## config.mk

```make
export PLATFORM = sky130hd
export DESIGN_NAME = audio_source_priority_arbiter_unit
export DESIGN_NICKNAME = d
export VERILOG_FILES = /design/src/hw/rtl/aspa_pkg.sv /design/src/hw/rtl/aspa_ctrl.sv /design/src/hw/rtl/aspa_dpath.sv /design/src/hw/rtl/audio_source_priority_arbiter_unit.sv
export SDC_FILE = /design/constraint.sdc
export NUM_CORES = 1
export LEC_CHECK = 0
export ABC_AREA = 0
export BUFFER_PORTS_ARGS = -buffer_cell sky130_fd_sc_hd__clkbuf_2
export CORE_UTILIZATION = 36
export DETAILED_ROUTE_END_ITERATION = 16
export SLEW_MARGIN = 10
export SYNTH_ARGS = -nofsm -noshare
export SYNTH_HDL_FRONTEND = slang
export SYNTH_SLANG_ARGS = --single-unit
```

## constraint.sdc

```tcl
create_clock -name i_clk -period 7.4 [get_ports i_clk]
set_input_delay 0 -clock i_clk [delete_from_list [all_inputs] [get_ports i_clk]]
set_output_delay 0 -clock i_clk [all_outputs]
set_load 0.01 [all_outputs]
```

## src/hw/rtl/aspa_pkg.sv

```systemverilog
// ----------------------------------------------------------------------------
// aspa_pkg
// Shared types and constants of the audio source priority arbiter: field
// widths, status codes, register indexes and the controller/datapath links.
// ----------------------------------------------------------------------------
package aspa_pkg;

    localparam int ID_W    = 5;
    localparam int PRIO_W  = 8;
    localparam int STAT_W  = 3;
    localparam int MASK_W  = 16;
    localparam int CFG_W   = 64;
    localparam int CIDX_W  = 2;

    // Source id that means "nobody" (no owner, nothing pending, purged slot)
    localparam logic [ID_W-1:0] NONE_ID = 5'd16;

    // Result status codes
    localparam logic [STAT_W-1:0] ST_GRANT   = 3'd0;
    localparam logic [STAT_W-1:0] ST_PEND    = 3'd1;
    localparam logic [STAT_W-1:0] ST_INVALID = 3'd2;
    localparam logic [STAT_W-1:0] ST_RELEASE = 3'd3;
    localparam logic [STAT_W-1:0] ST_PURGE   = 3'd4;

    // Action codes
    localparam logic ACT_REQUEST = 1'b0;
    localparam logic ACT_RELEASE = 1'b1;

    // Configuration register indexes
    localparam logic [CIDX_W-1:0] CFG_PRIO_LO   = 2'd0;
    localparam logic [CIDX_W-1:0] CFG_PRIO_HI   = 2'd1;
    localparam logic [CIDX_W-1:0] CFG_PRIMARY   = 2'd2;
    localparam logic [CIDX_W-1:0] CFG_NO_RESUME = 2'd3;

    // Controller states, one-hot
    typedef enum logic [4:0] {
        S_IDLE  = 5'b00001,
        S_EXEC  = 5'b00010,
        S_POP   = 5'b00100,
        S_PURGE = 5'b01000,
        S_DONE  = 5'b10000
    } t_state;

    // Controller to datapath commands
    typedef struct packed {
        logic load;        // capture the incoming word
        logic exec;        // decide the request or release
        logic pop_step;    // check one stack entry during owner release
        logic purge_step;  // check one stack entry during non-owner release
        logic emit;        // result goes to the output register
    } t_cmd;

    // Datapath to controller status
    typedef struct packed {
        logic need_pop;
        logic need_purge;
        logic pop_last;
        logic purge_last;
    } t_dp_sts;

    // One result word
    typedef struct packed {
        logic [STAT_W-1:0] status;
        logic [ID_W-1:0]   current_source;
        logic              owner_changed;
        logic              stack_overflow;
    } t_result;

endpackage

```

## src/hw/rtl/aspa_ctrl.sv

```systemverilog
// ----------------------------------------------------------------------------
// aspa_ctrl
// Sequencer of the arbiter: takes one word, runs the decision, walks the
// resume stack when a release needs it and hands the result to the output.
// ----------------------------------------------------------------------------
module aspa_ctrl
    import aspa_pkg::*;
(
    input  logic    i_clk,
    input  logic    i_rst_n,
    input  logic    i_in_valid,
    input  logic    i_out_free,
    input  t_dp_sts i_sts,
    output logic    o_in_ready,
    output t_cmd    o_cmd
);

    t_state r_state;
    t_state n_state;

    // Next state and commands
    always_comb begin
        n_state = r_state;
        o_cmd   = '0;
        case (r_state)
            S_IDLE: begin
                if (i_in_valid) begin
                    o_cmd.load = 1'b1;
                    n_state    = S_EXEC;
                end
            end
            S_EXEC: begin
                o_cmd.exec = 1'b1;
                if (i_sts.need_pop) begin
                    n_state = S_POP;
                end else if (i_sts.need_purge) begin
                    n_state = S_PURGE;
                end else begin
                    n_state = S_DONE;
                end
            end
            S_POP: begin
                o_cmd.pop_step = 1'b1;
                if (i_sts.pop_last) begin
                    n_state = S_DONE;
                end
            end
            S_PURGE: begin
                o_cmd.purge_step = 1'b1;
                if (i_sts.purge_last) begin
                    n_state = S_DONE;
                end
            end
            S_DONE: begin
                // Hold the result until the output register has room
                if (i_out_free) begin
                    o_cmd.emit = 1'b1;
                    n_state    = S_IDLE;
                end
            end
            default: begin
                n_state = S_IDLE;
            end
        endcase
    end

    assign o_in_ready = (r_state == S_IDLE);

    always_ff @(posedge i_clk) begin
        if (!i_rst_n) begin
            r_state <= S_IDLE;
        end else begin
            r_state <= n_state;
        end
    end

endmodule

```

## src/hw/rtl/aspa_dpath.sv

```systemverilog
// ----------------------------------------------------------------------------
// aspa_dpath
// Arbitration state: owner, held priority, pending source and the resume
// stack memory with its depth, plus the scan pointer used by releases.
// ----------------------------------------------------------------------------
module aspa_dpath
    import aspa_pkg::*;
#(
    parameter int NUM_SOURCES = 16,
    parameter int STACK_DEPTH = 32
)
(
    input  logic                   i_clk,
    input  logic                   i_rst_n,
    input  t_cmd                   i_cmd,
    input  logic                   i_act,
    input  logic [ID_W-1:0]        i_id,
    input  logic [2*CFG_W-1:0]     i_prio,
    input  logic [MASK_W-1:0]      i_primary,
    input  logic [MASK_W-1:0]      i_no_resume,
    output t_dp_sts                o_sts,
    output t_result                o_res
);

    localparam int AW = (STACK_DEPTH > 1) ? $clog2(STACK_DEPTH) : 1;
    localparam int DW = $clog2(STACK_DEPTH + 1);

    // Captured word and bookkeeping
    logic              r_act;
    logic [ID_W-1:0]   r_id;
    logic [ID_W-1:0]   r_before;
    logic [STAT_W-1:0] r_status;
    logic [STAT_W-1:0] n_status;
    logic              r_ovf;
    logic              n_ovf;

    // Arbitration state
    logic [ID_W-1:0]   r_owner;
    logic [ID_W-1:0]   n_owner;
    logic [PRIO_W-1:0] r_held;
    logic [PRIO_W-1:0] n_held;
    logic [ID_W-1:0]   r_wait;
    logic [ID_W-1:0]   n_wait;
    logic [DW-1:0]     r_depth;
    logic [DW-1:0]     n_depth;
    logic [AW-1:0]     r_ptr;
    logic [AW-1:0]     n_ptr;

    // Resume stack memory
    logic [ID_W-1:0]   mem [STACK_DEPTH];
    logic [ID_W-1:0]   r_rd_data;
    logic [AW-1:0]     rd_addr;
    logic              wr_en;
    logic [AW-1:0]     wr_addr;
    logic [ID_W-1:0]   wr_data;

    logic              id_ok;
    logic              owner_ok;
    logic [PRIO_W-1:0] req_prio;
    logic [DW-1:0]     depth_base;
    logic [DW-1:0]     depth_m1;
    logic              pop_hit;

    assign id_ok      = (r_id < ID_W'(NUM_SOURCES));
    assign owner_ok   = (r_owner < ID_W'(NUM_SOURCES));
    assign req_prio   = i_prio[{r_id[3:0], 3'b000} +: PRIO_W];
    assign depth_base = i_primary[r_id[3:0]] ? '0 : r_depth;
    assign depth_m1   = r_depth - DW'(1);
    assign pop_hit    = (r_rd_data != NONE_ID) && (r_rd_data != r_id);

    // Decision, stack walk and memory port control
    always_comb begin
        n_status = r_status;
        n_ovf    = r_ovf;
        n_owner  = r_owner;
        n_held   = r_held;
        n_wait   = r_wait;
        n_depth  = r_depth;
        n_ptr    = r_ptr;
        rd_addr  = r_ptr;
        wr_en    = 1'b0;
        wr_addr  = r_ptr;
        wr_data  = NONE_ID;
        o_sts    = '0;

        if (i_cmd.exec) begin
            n_ovf = 1'b0;
            if (!id_ok) begin
                n_status = ST_INVALID;
            end else if (r_act == ACT_REQUEST) begin
                if (r_owner == r_id) begin
                    n_status = ST_GRANT;
                end else if (req_prio >= r_held) begin
                    n_held   = req_prio;
                    n_wait   = NONE_ID;
                    n_depth  = depth_base;
                    n_status = ST_GRANT;
                    n_owner  = r_id;
                    // Save the preempted owner for later resumption
                    if (owner_ok && !i_no_resume[r_owner[3:0]]) begin
                        if (depth_base < DW'(STACK_DEPTH)) begin
                            wr_en   = 1'b1;
                            wr_addr = depth_base[AW-1:0];
                            wr_data = r_owner;
                            n_depth = depth_base + DW'(1);
                        end else begin
                            n_ovf = 1'b1;
                        end
                    end
                end else begin
                    n_wait   = r_id;
                    n_status = ST_PEND;
                end
            end else if (r_owner == r_id) begin
                n_held   = '0;
                n_status = ST_RELEASE;
                if (r_wait != NONE_ID && r_wait != r_id) begin
                    n_owner = r_wait;
                    n_wait  = NONE_ID;
                end else if (r_depth != '0) begin
                    // Start the search at the top of the stack
                    o_sts.need_pop = 1'b1;
                    rd_addr        = depth_m1[AW-1:0];
                    n_ptr          = depth_m1[AW-1:0];
                end
            end else begin
                n_status = ST_PURGE;
                if (r_wait == r_id) begin
                    n_wait = NONE_ID;
                end
                if (r_depth != '0) begin
                    // Start the purge at the bottom of the stack
                    o_sts.need_purge = 1'b1;
                    rd_addr          = '0;
                    n_ptr            = '0;
                end
            end
        end

        // Pop one entry: stop on a usable source or at the bottom
        if (i_cmd.pop_step) begin
            if (pop_hit) begin
                o_sts.pop_last = 1'b1;
                n_owner        = r_rd_data;
                n_depth        = DW'(r_ptr);
            end else if (r_ptr == '0) begin
                o_sts.pop_last = 1'b1;
                n_depth        = '0;
            end else begin
                n_ptr   = r_ptr - AW'(1);
                rd_addr = r_ptr - AW'(1);
            end
        end

        // Purge one entry: blank it if it holds the releasing source
        if (i_cmd.purge_step) begin
            if (r_rd_data == r_id) begin
                wr_en   = 1'b1;
                wr_addr = r_ptr;
                wr_data = NONE_ID;
            end
            if (DW'(r_ptr) == depth_m1) begin
                o_sts.purge_last = 1'b1;
            end else begin
                n_ptr   = r_ptr + AW'(1);
                rd_addr = r_ptr + AW'(1);
            end
        end
    end

    // Stack memory, one write and one registered read a cycle
    always_ff @(posedge i_clk) begin
        if (wr_en) begin
            mem[wr_addr] <= wr_data;
        end
        r_rd_data <= mem[rd_addr];
    end

    // Arbitration state registers
    always_ff @(posedge i_clk) begin
        if (!i_rst_n) begin
            r_owner <= NONE_ID;
            r_held  <= '0;
            r_wait  <= NONE_ID;
            r_depth <= '0;
        end else begin
            r_owner <= n_owner;
            r_held  <= n_held;
            r_wait  <= n_wait;
            r_depth <= n_depth;
        end
    end

    // Payload registers
    always_ff @(posedge i_clk) begin
        if (i_cmd.load) begin
            r_act    <= i_act;
            r_id     <= i_id;
            r_before <= r_owner;
        end
        r_status <= n_status;
        r_ovf    <= n_ovf;
        r_ptr    <= n_ptr;
    end

    assign o_res.status         = r_status;
    assign o_res.current_source = r_owner;
    assign o_res.owner_changed  = (r_owner != r_before);
    assign o_res.stack_overflow = r_ovf;

endmodule

```

## src/hw/rtl/audio_source_priority_arbiter_unit.sv

```systemverilog
// ----------------------------------------------------------------------------
// audio_source_priority_arbiter_unit
// Grants a shared audio path to one source at a time by configured priority,
// with one pending slot and a resume stack of preempted owners.
// ----------------------------------------------------------------------------
// Usage:
//   Slave stream: one word per request or release; tuser carries the action
//   (0 request, 1 release), tdata[4:0] the source id.
//   Master stream: one result word per input word; tuser is the status,
//   tdata holds the owner after the step, owner-changed and overflow flags.
//   Configuration channel: write a register by index (0/1 priority bytes,
//   2 primary mask, 3 no-resume mask) while no word is in flight.
//   A request, an invalid id or a release that hands over to the pending
//   source goes straight from the decision step to the result. An owner
//   release that searches the stack pops it from the top until it finds a
//   usable source or the bottom; a non-owner release purges every stack
//   entry from the bottom. The stack memory read port reads one entry a cycle
//   during these walks.
//   One word is worked on at a time; the next is taken once the result sits
//   in the output register, even while the receiver stalls. A stalled result
//   holds the block in its final step until the output register frees.
//   Reset clears the owner, pending slot, held priority, stack depth and all
//   configuration registers; no clearing pass is needed.
// ----------------------------------------------------------------------------
module audio_source_priority_arbiter_unit
    import aspa_pkg::*;
#(
    parameter int NUM_SOURCES = 16,
    parameter int STACK_DEPTH = 32
)
(
    input  logic              i_clk,
    input  logic              i_rst_n,
    // Configuration write channel
    input  logic              i_cfg_valid,
    output logic              o_cfg_ready,
    input  logic [CIDX_W-1:0] i_cfg_index,
    input  logic [CFG_W-1:0]  i_cfg_data,
    // Input stream
    input  logic              s_axis_tvalid,
    output logic              s_axis_tready,
    input  logic [7:0]        s_axis_tdata,   // [4:0] source_id, [7:5] zero
    input  logic              s_axis_tuser,   // [0] action
    // Result stream
    output logic              m_axis_tvalid,
    input  logic              m_axis_tready,
    output logic [7:0]        m_axis_tdata,   // [4:0] current_source,
                                              // [5] owner_changed,
                                              // [6] stack_overflow, [7] zero
    output logic [STAT_W-1:0] m_axis_tuser    // [2:0] status
);

    logic [CFG_W-1:0]  r_prio_lo;
    logic [CFG_W-1:0]  r_prio_hi;
    logic [MASK_W-1:0] r_primary;
    logic [MASK_W-1:0] r_no_resume;

    logic              r_m_valid;
    t_result           r_m_res;
    logic              out_free;

    t_cmd              cmd;
    t_dp_sts           dp_sts;
    t_result           dp_res;

    // Configuration registers, always ready
    assign o_cfg_ready = 1'b1;

    always_ff @(posedge i_clk) begin
        if (!i_rst_n) begin
            r_prio_lo   <= '0;
            r_prio_hi   <= '0;
            r_primary   <= '0;
            r_no_resume <= '0;
        end else if (i_cfg_valid) begin
            case (i_cfg_index)
                CFG_PRIO_LO:   r_prio_lo   <= i_cfg_data;
                CFG_PRIO_HI:   r_prio_hi   <= i_cfg_data;
                CFG_PRIMARY:   r_primary   <= i_cfg_data[MASK_W-1:0];
                CFG_NO_RESUME: r_no_resume <= i_cfg_data[MASK_W-1:0];
                default: begin
                end
            endcase
        end
    end

    // Sequencer
    aspa_ctrl u_ctrl (
        .i_clk      (i_clk),
        .i_rst_n    (i_rst_n),
        .i_in_valid (s_axis_tvalid),
        .i_out_free (out_free),
        .i_sts      (dp_sts),
        .o_in_ready (s_axis_tready),
        .o_cmd      (cmd)
    );

    // Arbitration datapath
    aspa_dpath #(
        .NUM_SOURCES (NUM_SOURCES),
        .STACK_DEPTH (STACK_DEPTH)
    ) u_dpath (
        .i_clk       (i_clk),
        .i_rst_n     (i_rst_n),
        .i_cmd       (cmd),
        .i_act       (s_axis_tuser),
        .i_id        (s_axis_tdata[ID_W-1:0]),
        .i_prio      ({r_prio_hi, r_prio_lo}),
        .i_primary   (r_primary),
        .i_no_resume (r_no_resume),
        .o_sts       (dp_sts),
        .o_res       (dp_res)
    );

    // Output register: load a word when empty or being drained
    assign out_free = !r_m_valid || m_axis_tready;

    always_ff @(posedge i_clk) begin
        if (!i_rst_n) begin
            r_m_valid <= 1'b0;
        end else if (cmd.emit) begin
            r_m_valid <= 1'b1;
        end else if (m_axis_tready) begin
            r_m_valid <= 1'b0;
        end
    end

    always_ff @(posedge i_clk) begin
        if (cmd.emit) begin
            r_m_res <= dp_res;
        end
    end

    assign m_axis_tvalid = r_m_valid;
    assign m_axis_tuser  = r_m_res.status;
    assign m_axis_tdata  = {1'b0, r_m_res.stack_overflow, r_m_res.owner_changed,
                            r_m_res.current_source};

    // Only one word in flight: no acceptance right after an acceptance
    a_one_in_flight: assert property (@(posedge i_clk) disable iff (!i_rst_n)
        s_axis_tvalid && s_axis_tready |=> !s_axis_tready)
        else $error("word accepted while another was in flight");

    // A dropped push only happens on a grant
    a_ovf_on_grant: assert property (@(posedge i_clk) disable iff (!i_rst_n)
        m_axis_tvalid && m_axis_tdata[6] |-> m_axis_tuser == ST_GRANT)
        else $error("stack overflow flagged without a grant");

    // Pending, rejected and purge results never move ownership
    a_no_owner_move: assert property (@(posedge i_clk) disable iff (!i_rst_n)
        m_axis_tvalid && (m_axis_tuser == ST_PEND || m_axis_tuser == ST_INVALID
                          || m_axis_tuser == ST_PURGE) |-> !m_axis_tdata[5])
        else $error("ownership changed on a non-owning step");

    // Emitting a new word never overwrites one the receiver has not taken
    a_no_overwrite: assert property (@(posedge i_clk) disable iff (!i_rst_n)
        cmd.emit |-> !r_m_valid || m_axis_tready)
        else $error("result overwritten before it was taken");

endmodule

```

==> Word level (Yosys, flattened, before mapping) <==
Memories as Yosys holds them, arrays and structs flattened. A register that Yosys moved wholly into a read port is not among the register bits.
Cells that the tools add are included.
W data, S select, Z words.
{ "totals": {"regBits": 220, "output_inout_bits": 14, "mem_bits_rw": 160, "n_memories": 1, "word_cells": 187} }
{ "classes": {"n_lt_le_gt_ge": 6, "n_bitwise": 3, "mux": 108, "n_shift": 1, "reduce_logical": 19, "addsub": 4, "eq_ne": 25} }
{ "memory_table": {"columns": ["memory", "depth", "word_bits", "read_ports", "rd_clocked_by_memory_dff", "write_ports", "line_no", "text"], "rows": [
  ["u_dpath.mem", 32, 5, 1, 1, 1, "aspa_dpath.sv:50", "logic [ID_W-1:0] mem [STACK_DEPTH];"]
]} }
{ "op_table": {"columns": ["op", "count"], "rows": [
  ["$mux W5", 51],
  ["$shiftx A128 B8 Y8", 1],
  ["$mux W6", 11],
  ["$mux W1", 33],
  ["$mux W8", 4],
  ["$pmux W5 S5", 1],
  ["$eq A5 B5 Y1", 3],
  ["$ne A5 B5 Y1", 3],
  ["$ne A2 B2 Y1 const B", 6],
  ["$lt A4 B5 Y1 const B", 2],
  ["$lt A5 B5 Y1 const B", 2],
  ["$ne A5 B5 Y1 const B", 2],
  ["$reduce_and A5 Y1", 2],
  ["$mux W3", 3],
  ["$bmux W1 S4", 2],
  ["$ge A8 B8 Y1", 1],
  ["$reduce_and A2 Y1", 4],
  ["$add A6 B1 Y6 const B", 1],
  ["$eq A5 B6 Y1", 1],
  ["$lt A6 B6 Y1 const B", 1],
  ["$mux W2", 3],
  ["$reduce_bool A6 Y1", 1],
  ["$sub A6 B1 Y6 const B", 1],
  ["$add A5 B1 Y5 const B", 1],
  ["19 further kinds", 26]
]} }

==> Depth between registers and ports, before layout <==
{ "depth": {"word_depth": 15, "depth_mapped": 18} }

==> Hierarchy <==
A second synthesis with hierarchy kept.
{ "hier_totals": {"hier_cells": 1648, "area_unflattened_um2": 18452.7} }
{ "by_module_without_submodules": {"columns": ["mod", "area_per_inst_um2", "cells_each", "n_inst"], "rows": [
  ["aspa_dpath", 11700.0, 999, 1],
  ["audio_source_priority_arbiter_unit", 6393.6, 608, 1],
  ["aspa_ctrl", 359.1, 41, 1]
]} }

==> Least setup slack after synthesis <==
OpenSTA, ideal clock, no wires.
{ "synth_path": {"path_kind": "flip-flop to flip-flop", "from": "register u_dpath.r_id[0]", "to": "memory u_dpath.mem[5][0], enable pin", "stages_incl_launch_ff": 19, "arrival_ps": 5271, "t_required_ps": 7060, "path_slack_ps": 1790, "setup_time_ps": 340, "synth_period_minus_slack_ps": 5610, "cell_sequence": "edfxtp_1 -> clkbuf_1 -> buf_2 -> buf_1 -> mux4_2 -> mux4_2 -> inv_1 -> ha_1 -> nand2b_1 -> a21o_1 -> a21o_1 -> a21o_1 -> a21o_1 -> a2111oi_0 -> nor4_1 -> clkbuf_1 -> nor4b_1 -> a21oi_1 -> nor2_1"} }
{ "synth_via": {"elab_chain_cells": 15} }
{ "synth_rtl": {"columns": ["element", "line_no", "text"], "rows": [
  ["from (decl)", "aspa_dpath.sv:30", "logic [ID_W-1:0] r_id;"],
  ["from (signal assigned)", "aspa_dpath.sv:198", "r_id <= i_id;"],
  ["branches (longest 15 deep; another with $ge A8 B8 Y1)", null, null],
  ["to (decl)", "aspa_dpath.sv:50", null]
]} }
Several ways; the timed one is not identified. The select of a mux whose other input is x is not followed.

==> Worst setup path after layout <==
{ "layout_path": {"from": "register u_dpath.r_id[0]", "to": "register u_dpath.r_rd_data[1] (read register of u_dpath.mem)"} }
{ "layout_via": {"elab_chain_cells": 12} }
{ "layout_rtl": {"columns": ["element", "line_no", "text"], "rows": [
  ["$ne A5 B5 Y1", "aspa_dpath.sv:117", "if (r_wait != NONE_ID && r_wait != r_id) begin"],
  ["$logic_and A1 B1 Y1", "aspa_dpath.sv:117", null],
  ["$mux W5", "aspa_dpath.sv:117", null],
  ["$mux W5", "aspa_dpath.sv:114", "end else if (r_owner == r_id) begin"],
  ["$mux W5", "aspa_dpath.sv:90", "end else if (r_act == ACT_REQUEST) begin"],
  ["$mux W5", "aspa_dpath.sv:88", "if (!id_ok) begin"],
  ["$mux W5", "aspa_dpath.sv:86", "if (i_cmd.exec) begin"],
  ["$mux W5", "aspa_dpath.sv:146", "end else if (r_ptr == '0) begin"],
  ["$mux W5", "aspa_dpath.sv:142", "if (pop_hit) begin"],
  ["$mux W5 (*)", "aspa_dpath.sv:141", "if (i_cmd.pop_step) begin"],
  ["$mux W5", "aspa_dpath.sv:162", "if (DW'(r_ptr) == depth_m1) begin"],
  ["$mux W5 (*)", "aspa_dpath.sv:156", "if (i_cmd.purge_step) begin"],
  ["to (decl)", "aspa_dpath.sv:51", "logic [ID_W-1:0] r_rd_data;"]
]} }
Every way passes the cells marked *; elsewhere a longest branch is shown, timed or not.
A chain may end at the register's enable or synchronous reset.

==> results by stage <==
Final layout:
- The area of the multi-input gates is 7670 um2.
- For this run, the post-layout net count is 2007.
- The growth of design area from synthesis to finish is 16.5%.
- Registers take 9560 um2.
- The final design utilization is 42.5%.
- Of the cells placed in the final design, the portion with a size suffix greater than 1 is 13.1%.
- After routing the design area is 20900 um2.
- The fill cell instance count of the final layout is 4752.

Global route:
- The number of global-route vias before repair is 13800.
- The remaining global-route overflow is 0.
- The global-route wire length before repair is 78.1 mm.
- For this run, the total global-route usage over all layers was measured as 19.8%.
- The largest net degree at the start of global routing is 89.
- The initial antenna violation count was 1.

Critical path:
- The critical path start-end classification is reg2reg.
- The peak fanout along the critical path is 59.
- The nature of the critical path startpoint is a register.
- The worst-case reg-to-reg path depth is 13.
- The reg-to-reg startpoint is u_dpath.r_id[0].
- Across all register-to-register paths, the minimum setup slack is 1.40 ns.
- STA classifies the critical path endpoint as a register.
- The endpoint identified for the worst register-to-register timing path is u_dpath.r_rd_data[1].
- The required time at the endpoint of the critical path is 7.80 ns.
- STA puts the critical path data arrival time at 6.40 ns.

Synth:
- Of the total synthesized cell area, the portion taken by XOR and XNOR cells is 1.40%.
- The async set-or-reset flop fraction in the synthesized netlist is 0%.
- After synthesis, the largest family of logic cells by area is simple AND/OR/NAND/NOR gates.
- The yosys synthesis warning count is 0.
- The synthesized design contains 385 register bits.
- The mux contribution to synthesized area is 8.38%.
- The number of nets handed over by synthesis was 1909.
- The number of distinct standard cells referenced by the synthesized netlist is 76.
- After Yosys synthesis, full adders, half adders and majority gates account for 0.838% of the synthesized area.
- The number of cells produced by synthesis is 1817.
- The area fraction in and, or, nand and nor cells after synthesis is 17.5%.
- The cell area after synthesis is 17900 um2.
- The synthesized netlist devotes 14.5% of its cell area to compound gates.
- By area the synthesized netlist is led by sky130_fd_sc_hd__edfxtp_1 (31%), sky130_fd_sc_hd__dfxtp_1 (22%), sky130_fd_sc_hd__nand2_1 (9.8%).
- The number of synthesized flops with an enable pin is 185.
- For this run, the register share of the synthesized area comes to 53.4%.
- The largest area contributor in the netlist is sky130_fd_sc_hd__edfxtp_1.
- Each instance of the synthesized netlist takes up on average 9.86 um2.
- The most used flip-flop cell after synthesis is sky130_fd_sc_hd__dfxtp_1.
- The share of the synthesized area in the top cell type is 31.0%.

Floorplan:
- The floorplan step set the die width to 225 um.
- 94 I/O pins were placed.
- The region available for standard cell placement spans 49100 um2.
- The number of standard-cell rows in the floorplan is 81.
- The die covers 50700 um2.
- The initial core utilization is 36.5%.
- The vertical die dimension is 225 um.

STA:
- The achievable clock frequency is 167 MHz.
- The worst path in the final design needs a cycle of 6.00 ns, including I/O delays and setup.
- The clock arrives with 0.0330 ns of skew.
- Setup repair after global routing left no endpoint under its margin.
- The final hold violation count is 0.
- The worst slew margin relative to its limit is 9.11%.
- On the final layout, the worst hold slack is 0.0682 ns.
- Setup violations remaining at the end of the flow were counted as 0.
- The total count of max-transition violations in the final report was 0.
- The actual slew at the worst max-slew pin is 1.35 ns.
- The setup TNS is 0 ns.
- The final critical path takes up 81.0% of the cycle.

Outcome:
- The run finished with clean final reports.

Clock tree:
- The post-cts sizing count is 0.
- The clock transition time at the flip-flop clock pins of the worst setup and hold paths is 0.07 ns.
- The later-pin clock latency in the skew report is 0.56 ns.
- The clock tree synthesis step divided the H-tree into 2 levels.
- TritonCTS built the clock tree.
- No sink is reached through more buffers than the 3 on the longest clock path.
- The TritonCTS buffer count is 40.
- The cell at the root of the clock tree is sky130_fd_sc_hd__clkbuf_16.
- The clock net in this run drives a total of 385 sinks.

Route:
- The routed length per placed instance is 19.2 um.
- The number of nets with antenna violations after detailed routing is 0.
- The wire length after detailed routing is 50.2 mm.
- The routed layout has 14300 vias.
- After the first detailed-routing iteration, the DRC count stood at 1303.
- In the routed design, unresolved DRC markers number 0.
- The detailed-routing iteration count for the pre-antenna-repair pass is 5.
- The via density per instance is 5.49.

Pwr:
- The share of power burned in combinational logic is 18.0%.
- In this run the power spent charging and discharging nets is 1.50 mW.
- The fraction of power spent switching nets is 28.7%.
- VDD sags by at most 141 uV.
- The power density over the cells is 250 nW/um2.
- The internal power of the cells is 3.73 mW.
- The share of power burned in the clock network is 37.7%.
- The register share of total power is 44.3%.
- The total leakage power is 7.23 nW.

Place:
- The placement-stage cell area is 18800 um2.
- The wire-length estimate of the detail-placed layout is 32.3 mm.
- The final estimated routing congestion in global placement is 0.888.
- Buffers placed on the I/O ports in this run total 88.

Hold path:
- In this run the most critical hold path is launched from i_cfg_index[0].
- Along the worst hold path, the cell count comes to 4.
- The worst min-delay path category is in2reg.
- The end point of the most critical hold path is r_primary[14].

Run:
- The max-cap check violation count is 0.
-- how the worst max path moves through the flow --
stage,from,to,slack [ns]
2_1_floorplan,u_dpath.r_id[0],u_dpath.mem[5][0],1.79
3_3_place_gp,u_dpath.r_id[0],u_dpath.mem[25][1],1.48
3_5_place_dp,u_dpath.r_id[0],u_dpath.mem[25][4],1.37
4_1_cts,u_dpath.r_id[0],u_dpath.mem[25][4],1.35
5_1_grt,u_dpath.r_id[0],u_dpath.r_rd_data[0],1.07
6_report,u_dpath.r_id[0],u_dpath.r_rd_data[1],1.40
-- stage by stage --
stage | total power [mW] | instances | setup slack [ns]
2_1_floorplan | 3.05 | 1817 | 1.79
3_3_place_gp | 3.24 | 2462 | 1.48
3_5_place_dp | 3.25 | 2462 | 1.37
4_1_cts | 5.25 | 2610 | 1.35
5_1_grt | 5.43 | 2611 | 1.07
6_report | 5.22 | 2611 | 1.40
-- power groups by stage --
stage / clock network (mW) / registers, mW / logic (mW)
finish: 1.97 / 2.31 / 0.943
global route: 2.09 / 2.32 / 1.03
CTS: 2.00 / 2.31 / 0.933
detailed placement: 0 / 2.36 / 0.897
global placement: 0 / 2.36 / 0.880
floorplan: 0 / 2.32 / 0.732
-- registers in the layout, summed over array words and instances, names as in the netlist, 6 cells and up --
signal / cells
r_no_resume: 16
u_dpath.mem: 160
r_prio_lo: 64
r_prio_hi: 64
u_dpath.r_depth: 6
m_axis_tdata: 7
u_dpath.r_held: 8
r_primary: 16
-- area by class of cell --
type / instances / area share [%]
antenna: 1 / 0.0120
clock buffer: 48 / 4.99
clock inverter: 25 / 1.08
inverter: 32 / 0.600
multi-input combinational: 1264 / 36.8
sequential: 385 / 45.8
tap: 664 / 3.98
timing repair buffer: 192 / 6.75
-- cell families after synthesis --
group | Yosys count
AND/OR/NAND/NOR | 726
AO/OA/AOI/OAI | 410
flip-flops | 385
buffers and inverters | 168
multiplexers | 87
XOR/XNOR | 27
adder cells (fa/ha/maj) | 12
other | 2
-- cells in the mapped netlist, types with 5 or more instances --
library cell,instances
sky130_fd_sc_hd__a211oi_1,9
sky130_fd_sc_hd__o32ai_1,6
sky130_fd_sc_hd__nor3_1,16
sky130_fd_sc_hd__a32oi_1,16
sky130_fd_sc_hd__o21ai_0,29
sky130_fd_sc_hd__or2_2,6
sky130_fd_sc_hd__nor2_1,90
sky130_fd_sc_hd__xor2_1,16
sky130_fd_sc_hd__a22oi_1,5
sky130_fd_sc_hd__and3_1,15
sky130_fd_sc_hd__a31oi_1,30
sky130_fd_sc_hd__a21oi_1,204
sky130_fd_sc_hd__mux4_2,50
sky130_fd_sc_hd__nor4_1,11
sky130_fd_sc_hd__and2_1,12
sky130_fd_sc_hd__buf_4,5
sky130_fd_sc_hd__nor3b_1,6
sky130_fd_sc_hd__buf_2,5
sky130_fd_sc_hd__edfxtp_1,185
sky130_fd_sc_hd__nand2b_1,9
sky130_fd_sc_hd__o211a_1,5
sky130_fd_sc_hd__mux2i_1,33
sky130_fd_sc_hd__nor4b_1,6
sky130_fd_sc_hd__clkbuf_1,114
sky130_fd_sc_hd__buf_1,6
sky130_fd_sc_hd__a32o_1,9
sky130_fd_sc_hd__a221o_1,6
sky130_fd_sc_hd__o221ai_1,18
sky130_fd_sc_hd__xnor2_1,10
sky130_fd_sc_hd__ha_1,12
sky130_fd_sc_hd__inv_1,29
sky130_fd_sc_hd__nand3_1,40
sky130_fd_sc_hd__nor2b_1,9
sky130_fd_sc_hd__dfxtp_1,200
sky130_fd_sc_hd__nand4_1,18
sky130_fd_sc_hd__o22ai_1,16
sky130_fd_sc_hd__a21o_1,6
sky130_fd_sc_hd__nand2_1,468
sky130_fd_sc_hd__a221oi_1,8
sky130_fd_sc_hd__o211ai_1,8
-- layer usage --
metal	global-route usage, %	vias up	share of wire (%)
li1	-	6777	-
met1	26.5	6980	44
met2	32.4	484	47
met3	3.21	90	6.3
met4	6.69	0	2.5
met5	0	-	0
-- cells in the final DEF (no fill, tap or decap), types with 29 or more instances in the layout --
cell                            count
sky130_fd_sc_hd__a21oi_1          204
sky130_fd_sc_hd__a31oi_1           30
sky130_fd_sc_hd__buf_4             29
sky130_fd_sc_hd__clkbuf_16         40
sky130_fd_sc_hd__clkbuf_2          88
sky130_fd_sc_hd__dfxtp_1          200
sky130_fd_sc_hd__dlygate4sd3_1     75
sky130_fd_sc_hd__edfxtp_1         185
sky130_fd_sc_hd__inv_1             29
sky130_fd_sc_hd__mux2i_1           33
sky130_fd_sc_hd__mux4_2            50
sky130_fd_sc_hd__nand2_1          468
sky130_fd_sc_hd__nand3_1           40
sky130_fd_sc_hd__nor2_1            90
sky130_fd_sc_hd__o21ai_0           29
-- worst max-delay path: stages (launching register included) --
cell	delay, ns
sky130_fd_sc_hd__edfxtp_1	1.10
sky130_fd_sc_hd__buf_4	0.52
sky130_fd_sc_hd__xor2_1	0.12
sky130_fd_sc_hd__nor3_1	0.38
sky130_fd_sc_hd__and2_1	0.40
sky130_fd_sc_hd__a21oi_2	0.23
sky130_fd_sc_hd__o211ai_2	0.63
sky130_fd_sc_hd__a22oi_4	0.14
sky130_fd_sc_hd__buf_4	0.29
sky130_fd_sc_hd__inv_4	0.60
sky130_fd_sc_hd__mux2i_1	0.28
sky130_fd_sc_hd__o22ai_1	0.09
sky130_fd_sc_hd__a2111oi_0	0.82
sky130_fd_sc_hd__nor4_1	0.14
-- what timing repair did --
item,4_1_cts,5_1_grt
setup endpoints to repair,0,0
hold buffers,75,0
buffers inserted,0,0
endpoints found under the hold margin,177,0
(Power assumes the default switching activity.)
